**src/rtl/rlew_pkg.sv**
```systemverilog
// Shared widths, reset values, register indexes and the burst type of the word run encoder.
package rlew_pkg;

    localparam int WORD_W  = 16;
    localparam int RUN_W   = 13;
    localparam int MINR_W  = 3;
    localparam int CB_W    = 15;
    localparam int EB_W    = 14;
    localparam int WOUT_W  = 14;
    localparam int CIDX_W  = 2;

    // A single input beat never produces more than two triples.
    localparam int BURST_MAX = 6;
    localparam int CNT_W     = 3;

    localparam int MAX_BLOCK_WORDS_DEF = 4096;

    localparam logic [WORD_W-1:0] TAG_RESET     = 16'hABCD;
    localparam logic [RUN_W-1:0]  MAX_RUN_RESET = 13'd100;
    localparam logic [MINR_W-1:0] MIN_RUN_RESET = 3'd4;

    localparam logic [WOUT_W-1:0] WORDS_OUT_CAP = 14'd16383;
    localparam logic [CB_W-1:0]   BYTES_CAP     = 15'd32767;

    typedef enum logic [CIDX_W-1:0] {
        CFG_TAG_WORD = 2'd0,
        CFG_MAX_RUN  = 2'd1,
        CFG_MIN_RUN  = 2'd2
    } cfg_index_t;

    typedef struct packed {
        logic [WORD_W-1:0] tag_word;
        logic [RUN_W-1:0]  max_run;
        logic [MINR_W-1:0] min_run;
    } cfg_t;

    typedef struct packed {
        logic [BURST_MAX-1:0][WORD_W-1:0] words;
        logic [CNT_W-1:0]                 count;
        logic                             eob;
        logic [CB_W-1:0]                  cb;
        logic [EB_W-1:0]                  eb;
    } burst_t;

endpackage

```
**src/rtl/rlew_core.sv**
```systemverilog
// Input register, run state and the per-word encoding decision of the word run encoder.
module rlew_core #(
    parameter int MAX_BLOCK_WORDS = rlew_pkg::MAX_BLOCK_WORDS_DEF
) (
    input  logic                        aclk,
    input  logic                        aresetn,
    input  rlew_pkg::cfg_t              cfg,
    input  logic                        s_valid,
    output logic                        s_ready,
    input  logic [rlew_pkg::WORD_W-1:0] s_data_word,
    input  logic                        s_is_last,
    input  logic                        burst_free,
    output logic                        burst_load,
    output rlew_pkg::burst_t            burst
);

    localparam int WIW = $clog2(MAX_BLOCK_WORDS + 1);

    logic                        in_valid_reg;
    logic [rlew_pkg::WORD_W-1:0] in_word_reg;
    logic                        in_last_reg;

    logic [rlew_pkg::WORD_W-1:0] run_value_reg, run_value_next;
    logic [rlew_pkg::RUN_W-1:0]  run_length_reg, run_length_next;
    logic [WIW-1:0]              words_in_reg, words_in_next;
    logic [rlew_pkg::WOUT_W-1:0] words_out_reg, words_out_next;

    logic [rlew_pkg::RUN_W-1:0]  cap;
    logic [rlew_pkg::MINR_W-1:0] lo;
    logic                        extend;
    logic                        close_a;
    logic                        trip_a;
    logic                        trip_b;
    logic [rlew_pkg::CNT_W-1:0]  n_a;
    logic [rlew_pkg::CNT_W-1:0]  n_b;
    logic [rlew_pkg::CNT_W-1:0]  n_tot;
    logic [rlew_pkg::WORD_W-1:0] new_val;
    logic [rlew_pkg::RUN_W-1:0]  new_len;
    logic [2:0][rlew_pkg::WORD_W-1:0] wa;
    logic [2:0][rlew_pkg::WORD_W-1:0] wb;
    logic [rlew_pkg::WOUT_W:0]   wo_sum;
    logic [rlew_pkg::WOUT_W-1:0] wo_new;
    logic [rlew_pkg::CB_W:0]     cb_sum;
    logic [WIW-1:0]              wi_new;

    assign burst_load = in_valid_reg && burst_free;
    assign s_ready    = !in_valid_reg || burst_load;

    always_ff @(posedge aclk) begin
        if (!aresetn) begin
            in_valid_reg <= 1'b0;
        end else if (s_ready) begin
            in_valid_reg <= s_valid;
        end
        if (s_valid && s_ready) begin
            in_word_reg <= s_data_word;
            in_last_reg <= s_is_last;
        end
    end

    always_comb begin
        int j;
        cap = (cfg.max_run == '0) ? rlew_pkg::RUN_W'(1) : cfg.max_run;
        if (cfg.min_run < 3'd2) begin
            lo = 3'd2;
        end else if (cfg.min_run > 3'd4) begin
            lo = 3'd4;
        end else begin
            lo = cfg.min_run;
        end

        extend  = (run_length_reg != '0) && (in_word_reg == run_value_reg)
                  && (run_length_reg < cap);
        close_a = !extend && (run_length_reg != '0);
        trip_a  = (run_length_reg >= rlew_pkg::RUN_W'(lo))
                  || (run_value_reg == cfg.tag_word);
        // A short run is shorter than four words, so its length fits the count.
        n_a = close_a ? (trip_a ? 3'd3 : run_length_reg[2:0]) : 3'd0;

        new_val = extend ? run_value_reg : in_word_reg;
        new_len = extend ? run_length_reg + 1'b1 : rlew_pkg::RUN_W'(1);
        trip_b  = (new_len >= rlew_pkg::RUN_W'(lo)) || (new_val == cfg.tag_word);
        n_b     = in_last_reg ? (trip_b ? 3'd3 : new_len[2:0]) : 3'd0;
        n_tot   = n_a + n_b;

        if (trip_a) begin
            wa = {run_value_reg, rlew_pkg::WORD_W'(run_length_reg), cfg.tag_word};
        end else begin
            wa = {run_value_reg, run_value_reg, run_value_reg};
        end
        if (trip_b) begin
            wb = {new_val, rlew_pkg::WORD_W'(new_len), cfg.tag_word};
        end else begin
            wb = {new_val, new_val, new_val};
        end

        // Words of the closed run come first, then the flushed run.
        for (int i = 0; i < rlew_pkg::BURST_MAX; i++) begin
            j = i - int'(n_a);
            if (i < 3 && i < int'(n_a)) begin
                burst.words[i] = wa[2'(i)];
            end else if (j >= 0 && j < 3) begin
                burst.words[i] = wb[2'(j)];
            end else begin
                burst.words[i] = '0;
            end
        end

        wo_sum = {1'b0, words_out_reg} + (rlew_pkg::WOUT_W + 1)'(n_tot);
        if (wo_sum > {1'b0, rlew_pkg::WORDS_OUT_CAP}) begin
            wo_new = rlew_pkg::WORDS_OUT_CAP;
        end else begin
            wo_new = wo_sum[rlew_pkg::WOUT_W-1:0];
        end
        cb_sum = {1'b0, wo_new, 1'b0} + (rlew_pkg::CB_W + 1)'(2);
        if (cb_sum > {1'b0, rlew_pkg::BYTES_CAP}) begin
            burst.cb = rlew_pkg::BYTES_CAP;
        end else begin
            burst.cb = cb_sum[rlew_pkg::CB_W-1:0];
        end

        if (words_in_reg < WIW'(MAX_BLOCK_WORDS)) begin
            wi_new = words_in_reg + 1'b1;
        end else begin
            wi_new = words_in_reg;
        end
        burst.eb    = rlew_pkg::EB_W'({wi_new, 1'b0});
        burst.count = n_tot;
        burst.eob   = in_last_reg;

        if (in_last_reg) begin
            run_value_next  = '0;
            run_length_next = '0;
            words_in_next   = '0;
            words_out_next  = '0;
        end else begin
            run_value_next  = new_val;
            run_length_next = new_len;
            words_in_next   = wi_new;
            words_out_next  = wo_new;
        end
    end

    always_ff @(posedge aclk) begin
        if (!aresetn) begin
            run_value_reg  <= '0;
            run_length_reg <= '0;
            words_in_reg   <= '0;
            words_out_reg  <= '0;
        end else if (burst_load) begin
            run_value_reg  <= run_value_next;
            run_length_reg <= run_length_next;
            words_in_reg   <= words_in_next;
            words_out_reg  <= words_out_next;
        end
    end

endmodule

```
**src/rtl/rlew_burst.sv**
```systemverilog
// Result register that holds the code words of one input beat and sends them one per beat.
module rlew_burst (
    input  logic                        aclk,
    input  logic                        aresetn,
    input  logic                        burst_load,
    input  rlew_pkg::burst_t            burst,
    output logic                        burst_free,
    output logic                        m_valid,
    input  logic                        m_ready,
    output logic [rlew_pkg::WORD_W-1:0] m_code_word,
    output logic                        m_end_of_block,
    output logic [rlew_pkg::CB_W-1:0]   m_compressed_bytes,
    output logic [rlew_pkg::EB_W-1:0]   m_expanded_bytes
);

    logic [rlew_pkg::BURST_MAX-1:0][rlew_pkg::WORD_W-1:0] words_reg;
    logic [rlew_pkg::CNT_W-1:0]  count_reg;
    logic                        eob_reg;
    logic [rlew_pkg::CB_W-1:0]   cb_reg;
    logic [rlew_pkg::EB_W-1:0]   eb_reg;
    logic                        final_word;

    assign m_valid    = (count_reg != '0);
    assign final_word = (count_reg == rlew_pkg::CNT_W'(1));
    // The register can take a new burst as its last word leaves.
    assign burst_free = (count_reg == '0) || (final_word && m_ready);

    assign m_code_word        = words_reg[0];
    assign m_end_of_block     = eob_reg && final_word;
    assign m_compressed_bytes = m_end_of_block ? cb_reg : '0;
    assign m_expanded_bytes   = m_end_of_block ? eb_reg : '0;

    always_ff @(posedge aclk) begin
        if (!aresetn) begin
            count_reg <= '0;
        end else if (burst_load) begin
            count_reg <= burst.count;
        end else if (m_valid && m_ready) begin
            count_reg <= count_reg - 1'b1;
        end
    end

    always_ff @(posedge aclk) begin
        if (burst_load) begin
            words_reg <= burst.words;
            eob_reg   <= burst.eob;
            cb_reg    <= burst.cb;
            eb_reg    <= burst.eb;
        end else if (m_valid && m_ready) begin
            for (int i = 0; i < rlew_pkg::BURST_MAX - 1; i++) begin
                words_reg[i] <= words_reg[i+1];
            end
            words_reg[rlew_pkg::BURST_MAX-1] <= '0;
        end
    end

endmodule

```
**src/rtl/rlew_word_run_encoder.sv**
```systemverilog
// Top level of the tagged word run encoder for 16-bit words.
//
// The encoder takes one 16-bit data word per input beat and gathers equal
// consecutive words into runs of at most max_run words (one if it is zero). A
// closed run of at least min_run words (min_run held within two to four), or
// any run whose value equals tag_word, is sent as the three code words tag,
// count, value; a shorter run is sent as plain literal words. The beat marked
// is_last flushes the open run, and its final code word carries end_of_block
// together with the compressed size (two bytes per code word plus a two-byte
// header) and the expanded size (two bytes per input word); on all other code
// words these size fields read zero. Every input beat yields zero to six code
// words. An input word is registered, encoded combinationally and loaded as a
// whole burst into the result register, which then sends one code word per
// cycle while m_ready is high. Beats that yield at most one code word therefore
// stream back to back; a beat that yields more code words holds the input side
// until they have left through the single output port of the result register.
// The configuration port is always ready; registers should be written only while no beat is in flight.
module rlew_word_run_encoder #(
    parameter int MAX_BLOCK_WORDS = rlew_pkg::MAX_BLOCK_WORDS_DEF
) (
    input  logic                        aclk,
    input  logic                        aresetn,

    input  logic                        cfg_valid,
    output logic                        cfg_ready,
    input  logic [rlew_pkg::CIDX_W-1:0] cfg_index,
    input  logic [rlew_pkg::WORD_W-1:0] cfg_data,

    input  logic                        s_valid,
    output logic                        s_ready,
    input  logic [rlew_pkg::WORD_W-1:0] s_data_word,
    input  logic                        s_is_last,

    output logic                        m_valid,
    input  logic                        m_ready,
    output logic [rlew_pkg::WORD_W-1:0] m_code_word,
    output logic                        m_end_of_block,
    output logic [rlew_pkg::CB_W-1:0]   m_compressed_bytes,
    output logic [rlew_pkg::EB_W-1:0]   m_expanded_bytes
);

    rlew_pkg::cfg_t   cfg_reg;
    rlew_pkg::burst_t burst;
    logic             burst_free;
    logic             burst_load;

    // Configuration writes are registered; an index past the list is dropped.
    assign cfg_ready = 1'b1;

    always_ff @(posedge aclk) begin
        if (!aresetn) begin
            cfg_reg.tag_word <= rlew_pkg::TAG_RESET;
            cfg_reg.max_run  <= rlew_pkg::MAX_RUN_RESET;
            cfg_reg.min_run  <= rlew_pkg::MIN_RUN_RESET;
        end else if (cfg_valid && cfg_ready) begin
            case (cfg_index)
                rlew_pkg::CFG_TAG_WORD: begin
                    cfg_reg.tag_word <= cfg_data;
                end
                rlew_pkg::CFG_MAX_RUN: begin
                    cfg_reg.max_run <= cfg_data[rlew_pkg::RUN_W-1:0];
                end
                rlew_pkg::CFG_MIN_RUN: begin
                    cfg_reg.min_run <= cfg_data[rlew_pkg::MINR_W-1:0];
                end
                default: begin
                    cfg_reg <= cfg_reg;
                end
            endcase
        end
    end

    // Input register, run state and the encoding decision for one word.
    rlew_core #(
        .MAX_BLOCK_WORDS(MAX_BLOCK_WORDS)
    ) u_core (
        .aclk        (aclk),
        .aresetn     (aresetn),
        .cfg         (cfg_reg),
        .s_valid     (s_valid),
        .s_ready     (s_ready),
        .s_data_word (s_data_word),
        .s_is_last   (s_is_last),
        .burst_free  (burst_free),
        .burst_load  (burst_load),
        .burst       (burst)
    );

    // Result register that drains one code word per beat.
    rlew_burst u_burst (
        .aclk               (aclk),
        .aresetn            (aresetn),
        .burst_load         (burst_load),
        .burst              (burst),
        .burst_free         (burst_free),
        .m_valid            (m_valid),
        .m_ready            (m_ready),
        .m_code_word        (m_code_word),
        .m_end_of_block     (m_end_of_block),
        .m_compressed_bytes (m_compressed_bytes),
        .m_expanded_bytes   (m_expanded_bytes)
    );

endmodule

```
**config.mk**
```make
export PLATFORM = sky130hd
export DESIGN_NAME = rlew_word_run_encoder
export DESIGN_NICKNAME = d
export VERILOG_FILES = /design/src/rtl/rlew_pkg.sv /design/src/rtl/rlew_core.sv /design/src/rtl/rlew_burst.sv /design/src/rtl/rlew_word_run_encoder.sv
export SDC_FILE = /design/constraint.sdc
export NUM_CORES = 1
export LEC_CHECK = 0
export ABC_AREA = 1
export BUFFER_PORTS_ARGS = -buffer_cell sky130_fd_sc_hd__buf_2
export CELL_PAD_IN_SITES_DETAIL_PLACEMENT = 1
export CELL_PAD_IN_SITES_GLOBAL_PLACEMENT = 1
export CORE_MARGIN = 2
export CORE_UTILIZATION = 49
export CTS_CLUSTER_DIAMETER = 120
export CTS_CLUSTER_SIZE = 30
export DETAILED_ROUTE_END_ITERATION = 10
export PLACE_DENSITY_LB_ADDON = 0.1
export SYNTH_ARGS = -nofsm -noshare
export SYNTH_HDL_FRONTEND = slang
export SYNTH_HIERARCHICAL = 1
export SYNTH_SLANG_ARGS = --single-unit
```
**constraint.sdc**
```tcl
create_clock -name aclk -period 17.3 [get_ports aclk]
set_clock_uncertainty 0.2 [all_clocks]
set_input_delay 5.19 -clock aclk [delete_from_list [all_inputs] [get_ports aclk]]
set_output_delay 5.19 -clock aclk [all_outputs]
set_load 0.005 [all_outputs]
```
==> key figures, run 1 <==
Finish
  – Post-layout instance area: 15800 um^2
  – Max reg flops: 80
  – Fillcell total: approximately 4000
  – Area delta synth->final: 5.57%
  – Fin nets: 2213
  – Most frequent cells in the layout: 687 x nand2_1, 249 x nand3_1, 249 x inv_1
  – Post-Route Utilization: 52.2%
  – Commonest non-fill, non-tap cell in the layout: nand2_1
  – ANT cells: 0
  – Layout cells sized above 1: 8.29%

GRT
  – Vias in the first global route: 13900
  – Initial antenna violation count: 0
  – Tot GR Track Use: between 30% and 40%
  – Largest net degree at the start of global routing: 83
  – GRT overflow: 0
  – First-pass GRT wire length: roughly 75000 um

Routing
  – Avg WL per Cell: 18.9 um
  – DRC: 0
  – DR iter-0 viols: 940
  – Number of vias per cell: 5.51
  – Remaining antenna violation count after routing: 0
  – Drt total wl: 47800 um
  – Via Count: 14000
  – 1st-pass router iterations: 5

Clock tree
  – Root Buffer: clkbuf_16
  – CTS clk-pin slew, worst paths: 0.12 ns
  – Total setup buffers inserted after CTS: 0
  – Post-cts sizing count: 0
  – Clk sinks: 235
  – Clock Tree Buf Depth: 3
  – Worst-Skew Late Latency: 0.51 ns
  – Hold_buf cts: 0
  – CTS tree: yes
  – CTS Buf Count: 12
  – H-tree levels: 1

Placed design
  – Dpl ws: 6.14 ns
  – GP Congestion: roughly 0.95
  – Area after DPL: ~15000 um^2
  – Hpwl dp: 35100 um
  – Port buffer count: 87

Pwr
  – Power per cell area: 108 nW/um^2
  – Internal power: 1.09 mW
  – Worst vdd ir: 0.0784 mV
  – Leak: 7.57 nW
  – Switching power: 0.623 mW
  – Sw Ratio: 36.3%
  – Comb power frac: 29.6%
  – Clk pwr share: 20.0%
  – Flop pwr share: between 50% and 60%

Timing
  – Setup total negative slack: 0 ns
  – Final setup vio count: 0
  – WHS: 0.288 ns
  – Post-layout min period: around 11 ns
  – Final hold violation count: 0
  – Worst-margin pin slew: approximately 1.1 ns
  – RSZ-0062 raised after global routing: false
  – Worst setup margin: roughly 6.1 ns
  – Max Slew Vio Count: 0
  – Slew HR: 25.8%
  – Max Clock Freq: 89.6 MHz
  – Tcrit/Tclk final: roughly 64%

Logic synthesis
  – Post-synth cell types: between 40 and 50
  – Fraction of registers with async set/reset: 0%
  – Most used DFF post-synth: edfxtp_1
  – Yosys warns: 6
  – Mapped Cells: approximately 2100
  – Post-synth EDFFs: about 140
  – Flops & latches, synth: ~240
  – Synthesized Nets: 2215
  – Average footprint of a synthesized cell: 7.04 um^2
  – Share of the yosys chip area belonging to registers: roughly two fifths
  – Synth Cell Area: 15000 um^2

Critical path
  – Worst path required time: 11.91 ns
  – CP startpoint kind: primary input
  – Crit path DAT: 5.77 ns
  – Setup crit end kind: output port
  – Largest fanout on the critical path: 3
  – Crit path kind: in2out

Die
  – Die extent in x: 179 um
  – Die area: 32100 um^2
  – Core Box Area: 30300 um^2
  – Chip Height: 179 um
  – Initial cell density of the core: between 40% and 50%
  – FP Rows: 64
  – I/O pins: 89

Flow run
  – Max-cap viol count: 0

Outcome
  – Outcome: complete, no violations

Worst hold path
  – Worst min path class: reg2reg
power by group through the flow:
stage          clock network [mW]  logic, mW  registers (mW)
2_1_floorplan                   0      0.370           0.864
3_3_place_gp                    0      0.485           0.868
3_5_place_dp                    0      0.510           0.879
4_1_cts                     0.353      0.513           0.866
5_1_grt                     0.369      0.582           0.880
6_report                    0.344      0.509           0.865
cell type report:
type / count / area (um^2) / share of cell area [%]
Sequential cell: 235 / 6140 / 38.7
Multi-Input combinational cell: 1509 / 7280 / 45.9
Inverter: 269 / 1010 / 6.40
Timing Repair Buffer: 102 / 548 / 3.46
Clock inverter: 4 / 42.5 / 0.268
Clock buffer: 16 / 337 / 2.12
Tap cell: 396 / 495 / 3.13
cells in the mapped netlist, drive strengths merged (35+ instances only):
cell type	count	share of area, %
dfxtp	92	12
xor2	35	2.0
clkbuf	41	1.0
inv	269	6.7
nor2	206	5.3
nand4	35	1.9
nand3	252	8.6
a21oi	77	2.6
buf	77	3.1
nand2	690	17
edfxtp	143	29
o21ai	106	3.6
ha	42	3.5
layer usage:
metal | vias up | GRT usage, % | part of all wire (%)
met5 | - | 0 | 0
met4 | 0 | 6.94 | 2.6
met3 | 70 | 4.50 | 5.8
li1 | 6789 | - | -
met1 | 6684 | 41.2 | 45
met2 | 407 | 50.3 | 46
path summary, 6_finish.rpt:
check	from	to	slack, ns	cells past startpoint
min	u_core/words_out_reg[2]	u_core/words_out_reg[2]	0.29	2
min reg2reg	u_core/words_out_reg[2]	u_core/words_out_reg[2]	0.29	2
max	m_ready	s_ready	6.14	6
max reg2reg	u_core/run_length_reg[4]	u_burst/cb_reg[14]	8.16	41
critical path: stages:
cell and delay [ns]:
buf_2 0.12, nand3_1 0.08, nand2_1 0.08, inv_1 0.10, nand2_1 0.07, buf_2 0.13
kinds of logic (layout without fill, tap and decap cells):
family	Yosys count	after routing	share of synthesized area [%]
and+or+nand+nor	1216	1216	34.6
adders and majority gates	44	44	3.77
other	2	2	0.0500
xor gates and xnor gates	52	52	3.03
AOI/OAI and AO/OA	195	195	6.78
DFF	235	235	40.9
buffers and inverters	387	391	10.9
per-stage QoR:
stage | power (mW) | cells
finish | 1.72 | 2531
global route | 1.83 | 2531
CTS | 1.73 | 2531
detailed placement | 1.39 | 2511
global placement | 1.35 | 2511
floorplan | 1.23 | 2131
No activity file was read; power rests on OpenSTA's default activity.
==> run 2: changes to the inputs <==
Settings changed: CORE_UTILIZATION 49 to 41.
Clock period 17.3 ns to 10 ns, I/O delays scaled along.
==> key figures, run 2 (synthesized netlist as in run 1, its figures left out) <==
Pwr
  – Clk pwr share: 20.6%
  – Worst vdd ir: between 0.09 and 0.1 mV
  – Power per cell area: 188 nW/um^2
  – Leak: around 7.6 nW
  – Flop pwr share: 49.9%
  – Comb power frac: 29.5%
  – Switching power: 1.09 mW
  – Internal power: 1.90 mW
  – Sw Ratio: 36.4%

Timing
  – Worst setup margin: 1.73 ns
  – Final hold violation count: 0
  – Slew HR: 14.9%
  – WHS: about 0.28 ns
  – Post-layout min period: 8.27 ns
  – Max Clock Freq: 121 MHz
  – Final setup vio count: 0
  – Tcrit/Tclk final: between 80% and 90%
  – Setup total negative slack: 0 ns
  – RSZ-0062 raised after global routing: false
  – Worst-margin pin slew: 1.28 ns
  – Max Slew Vio Count: 0

GRT
  – First-pass GRT wire length: 78600 um
  – Tot GR Track Use: a little over a quarter
  – Vias in the first global route: 13800
  – Largest net degree at the start of global routing: 85
  – GRT overflow: 0
  – Initial antenna violation count: 0

Clock tree
  – Worst-Skew Late Latency: ~0.52 ns
  – Clock Tree Buf Depth: 3
  – Hold_buf cts: 0
  – Total setup buffers inserted after CTS: 0
  – CTS tree: yes
  – Post-cts sizing count: 0
  – Clk sinks: 235
  – CTS clk-pin slew, worst paths: 0.12 ns
  – CTS Buf Count: 12
  – H-tree levels: 1
  – Root Buffer: clkbuf_16

Placed design
  – Hpwl dp: 36900 um
  – GP Congestion: 0.989
  – Dpl ws: around 1.8 ns
  – Area after DPL: ~16000 um^2
  – Port buffer count: 87

Routing
  – 1st-pass router iterations: 5
  – DRC: 0
  – Remaining antenna violation count after routing: 0
  – Drt total wl: 49900 um
  – DR iter-0 viols: 912
  – Avg WL per Cell: roughly 19 um
  – Number of vias per cell: roughly 5.3
  – Via Count: 13800

Critical path
  – CP startpoint kind: register
  – Crit path DAT: 8.44 ns
  – Worst path required time: 10.18 ns
  – Largest fanout on the critical path: 34
  – Crit path kind: reg2reg
  – Crit path largest cell delay: ~0.8 ns
  – Slowest CP cell: nor2_2
  – Setup crit end kind: register

Finish
  – Max reg flops: 80
  – ANT cells: 0
  – Most frequent cells in the layout: 687 x nand2_1, 249 x nand3_1, 248 x inv_1
  – Area delta synth->final: 6.20%
  – Commonest non-fill, non-tap cell in the layout: nand2_1
  – Layout cells sized above 1: 8.25%
  – Post-layout instance area: 15900 um^2
  – Fin nets: 2211

Die
  – Die extent in x: 195 um
  – Die area: 38200 um^2
  – FP Rows: 70
  – I/O pins: 89
  – Chip Height: 195 um
  – Core Box Area: 36300 um^2
  – Initial cell density of the core: 41.3%

Outcome
  – Outcome: complete, no violations

Worst hold path
  – Worst min path class: reg2reg

Flow run
  – Max-cap viol count: 0
run 2: path summary, 6_finish.rpt:
path	from	endpoint	slack, ns	cells past startpoint
hold reg to reg	u_core/words_out_reg[0]	u_core/words_out_reg[0]	0.28	2
hold / removal	u_core/words_out_reg[0]	u_core/words_out_reg[0]	0.28	2
setup / recovery	u_core/run_length_reg[2]	u_burst/cb_reg[6]	1.73	41
setup reg to reg	u_core/run_length_reg[2]	u_burst/cb_reg[6]	1.73	41
run 2: critical path, delay by kind of cell, from the launching register on:
| family | cells | cell delay [ns] |
|---|---|---|
| DFF | 1 | 0.48 |
| and+or+nand+nor | 21 | 3.74 |
| adders and majority gates | 6 | 1.79 |
| AOI/OAI and AO/OA | 6 | 1.03 |
| buffers and inverters | 8 | 0.84 |
run 2: stage by stage:
stage,instances,utilization (%),power (mW)
floorplan,2131,-,2.13
global placement,2581,42.8,2.37
detailed placement,2581,42.8,2.41
CTS,2601,43.9,3.03
global route,2601,43.9,3.19
finish,2601,43.9,2.99
run 2: final cells by class:
type	count	area (um^2)
inverter	269	1010
tap	468	586
clock inverter	5	66.3
fill	4693	20400
clock buffer	15	333
sequential	235	6140
timing repair buffer	100	533
multi-input combinational	1509	7280
run 2: power groups by stage:
stage | clock [mW] | combinational, mW | sequential, mW
finish | 0.616 | 0.883 | 1.49
global route | 0.658 | 1.01 | 1.52
CTS | 0.633 | 0.898 | 1.50
detailed placement | 0 | 0.895 | 1.52
global placement | 0 | 0.863 | 1.51
floorplan | 0 | 0.640 | 1.50
run 2: layer usage:
layer	track usage [%]	vias to the layer above	wire [um]
met1	37.0	6665	23900
met2	41.7	335	21900
met5	0	-	0
met4	7.55	0	1540
li1	-	6765	-
met3	3.89	67	2490
==> run 3: changes to the inputs <==
Settings changed: CORE_UTILIZATION 41 to 45.
Clock period 10 ns to 8.4 ns, I/O delays scaled along.
==> key figures, run 3 (synthesized netlist as in run 1, its figures left out) <==
Outcome
  – Outcome: complete, no violations

Critical path
  – Setup crit end kind: register
  – Crit path kind: reg2reg
  – Worst path required time: about 8.6 ns
  – Crit path DAT: 7.77 ns
  – Largest fanout on the critical path: 17
  – Crit path largest cell delay: approximately 0.54 ns
  – CP startpoint kind: register
  – Slowest CP cell: dfxtp_1

Die
  – Die area: 34800 um^2
  – Initial cell density of the core: between 40 and 50%
  – FP Rows: between 60 and 70
  – Chip Height: 187 um
  – Core Box Area: roughly 33000 um^2
  – Die extent in x: 187 um
  – I/O pins: 89

Clock tree
  – Worst-Skew Late Latency: 0.51 ns
  – CTS tree: yes
  – CTS Buf Count: 12
  – Clock Tree Buf Depth: 3
  – H-tree levels: 1
  – Total setup buffers inserted after CTS: 0
  – CTS clk-pin slew, worst paths: 0.12 ns
  – Clk sinks: around 240
  – Post-cts sizing count: 0
  – Root Buffer: clkbuf_16
  – Hold_buf cts: 0

Finish
  – Area delta synth->final: 6.31%
  – Layout cells sized above 1: 8.61%
  – Non-Filler Instances: 2580
  – Post-Route Utilization: between 40 and 50%
  – Most frequent cells in the layout: 686 x nand2_1, 249 x nand3_1, 249 x inv_1
  – ANT cells: 0
  – Commonest non-fill, non-tap cell in the layout: nand2_1
  – Fillcell total: ~4300
  – Max reg flops: 80
  – Fin nets: 2216

Pwr
  – Sw Ratio: 36.2%
  – Internal power: 2.27 mW
  – Clk pwr share: between 20 and 25%
  – Power per cell area: 223 nW/um^2
  – Switching power: between 1 and 1.5 mW
  – Comb power frac: 29.8%
  – Worst vdd ir: 0.153 mV
  – Leak: around 7.6 nW
  – Flop pwr share: 50.0%

GRT
  – Initial antenna violation count: 0
  – Vias in the first global route: approximately 14000
  – Tot GR Track Use: 27.9%
  – GRT overflow: 0
  – First-pass GRT wire length: 78100 um
  – Largest net degree at the start of global routing: 77

Placed design
  – GP Congestion: 0.947
  – Port buffer count: 87
  – Hpwl dp: between 30000 and 40000 um
  – Dpl ws: 0.625 ns
  – Placed Cells: 2559

Flow run
  – Max-cap viol count: 0

Timing
  – Tcrit/Tclk final: about nine tenths
  – Post-layout min period: 7.60 ns
  – RSZ-0062 raised after global routing: false
  – Final setup vio count: 0
  – Worst setup margin: 0.796 ns
  – Worst-margin pin slew: 1.23 ns
  – Final hold violation count: 0
  – Max Clock Freq: 132 MHz
  – Setup total negative slack: 0 ns
  – Slew HR: 18.2%
  – Max Slew Vio Count: 0

Worst hold path
  – Worst min path class: reg2reg

Routing
  – Avg WL per Cell: 19.2 um
  – Remaining antenna violation count after routing: 0
  – 1st-pass router iterations: 5
  – Via Count: 14000
  – DRC: 0
  – DR iter-0 viols: 843
  – Number of vias per cell: 5.44
  – Drt total wl: 49400 um
-- run 3: changes by cell type in the layout (fill, tap and decap cells not counted), sizes merged --
| cell | previous run | this run |
|---|---|---|
| inv | 268 | 269 |
| clkinv | 4 | 5 |
| buf | 100 | 104 |
| bufinv | 1 | 0 |
| nand3 | 252 | 253 |
| clkinvlp | 1 | 0 |
-- run 3: power by group through the flow --
stage	clock network [mW]	registers (mW)	logic, mW
after floorplan	0	1.78	0.761
after global placement	0	1.79	1.02
after detailed placement	0	1.81	1.06
after CTS	0.742	1.78	1.07
after global routing	0.771	1.81	1.20
final	0.719	1.78	1.06
-- run 3: critical path, delay by kind of cell, from the launching register on --
| kind | cells | cell delay [ns] |
|---|---|---|
| compound gates | 5 | 0.85 |
| fa+ha+maj | 6 | 1.84 |
| buf+inv | 9 | 1.19 |
| flops | 1 | 0.54 |
| simple gates | 22 | 2.82 |
-- run 3: routing by layer --
layer / share of wire [%] / global-route usage, % / vias to the layer above / routed length (um)
met4: 4.1 / 10.6 / 0 / 2030
met3: 5.4 / 2.88 / 91 / 2650
li1: - / - / 6773 / -
met5: 0 / 0 / - / 0
met2: 45 / 45.5 / 400 / 22200
met1: 46 / 38.4 / 6770 / 22600
-- run 3: final timing paths --
| check | end | slack, ns | startpoint | depth (start not counted) |
|---|---|---|---|---|
| setup / recovery | u_burst/cb_reg[14] | 0.80 | u_core/run_length_reg[4] | 42 |
| hold / removal | u_core/words_out_reg[2] | 0.29 | u_core/words_out_reg[2] | 2 |
| setup reg to reg | u_burst/cb_reg[14] | 0.80 | u_core/run_length_reg[4] | 42 |
| hold reg to reg | u_core/words_out_reg[2] | 0.29 | u_core/words_out_reg[2] | 2 |
-- run 3: metrics by stage --
step                hold WS (ns)  total power, mW  instance area, um^2
detailed placement         0.268             2.87                15500
finish                     0.291             3.56                16000
global placement           0.260             2.81                15500
floorplan                  0.250             2.54                15000
global route               0.314             3.79                16000
CTS                        0.286             3.59                15900
-- run 3: final cells by class --
cell class	instances	area, um^2	share of cell area (%)
Multi-Input combinational cell	1510	7290	45.7
Clock inverter	5	42.5	0.267
Clock buffer	15	354	2.22
Tap cell	442	553	3.47
Inverter	269	1010	6.35
Sequential cell	235	6140	38.5
Timing Repair Buffer	104	563	3.53
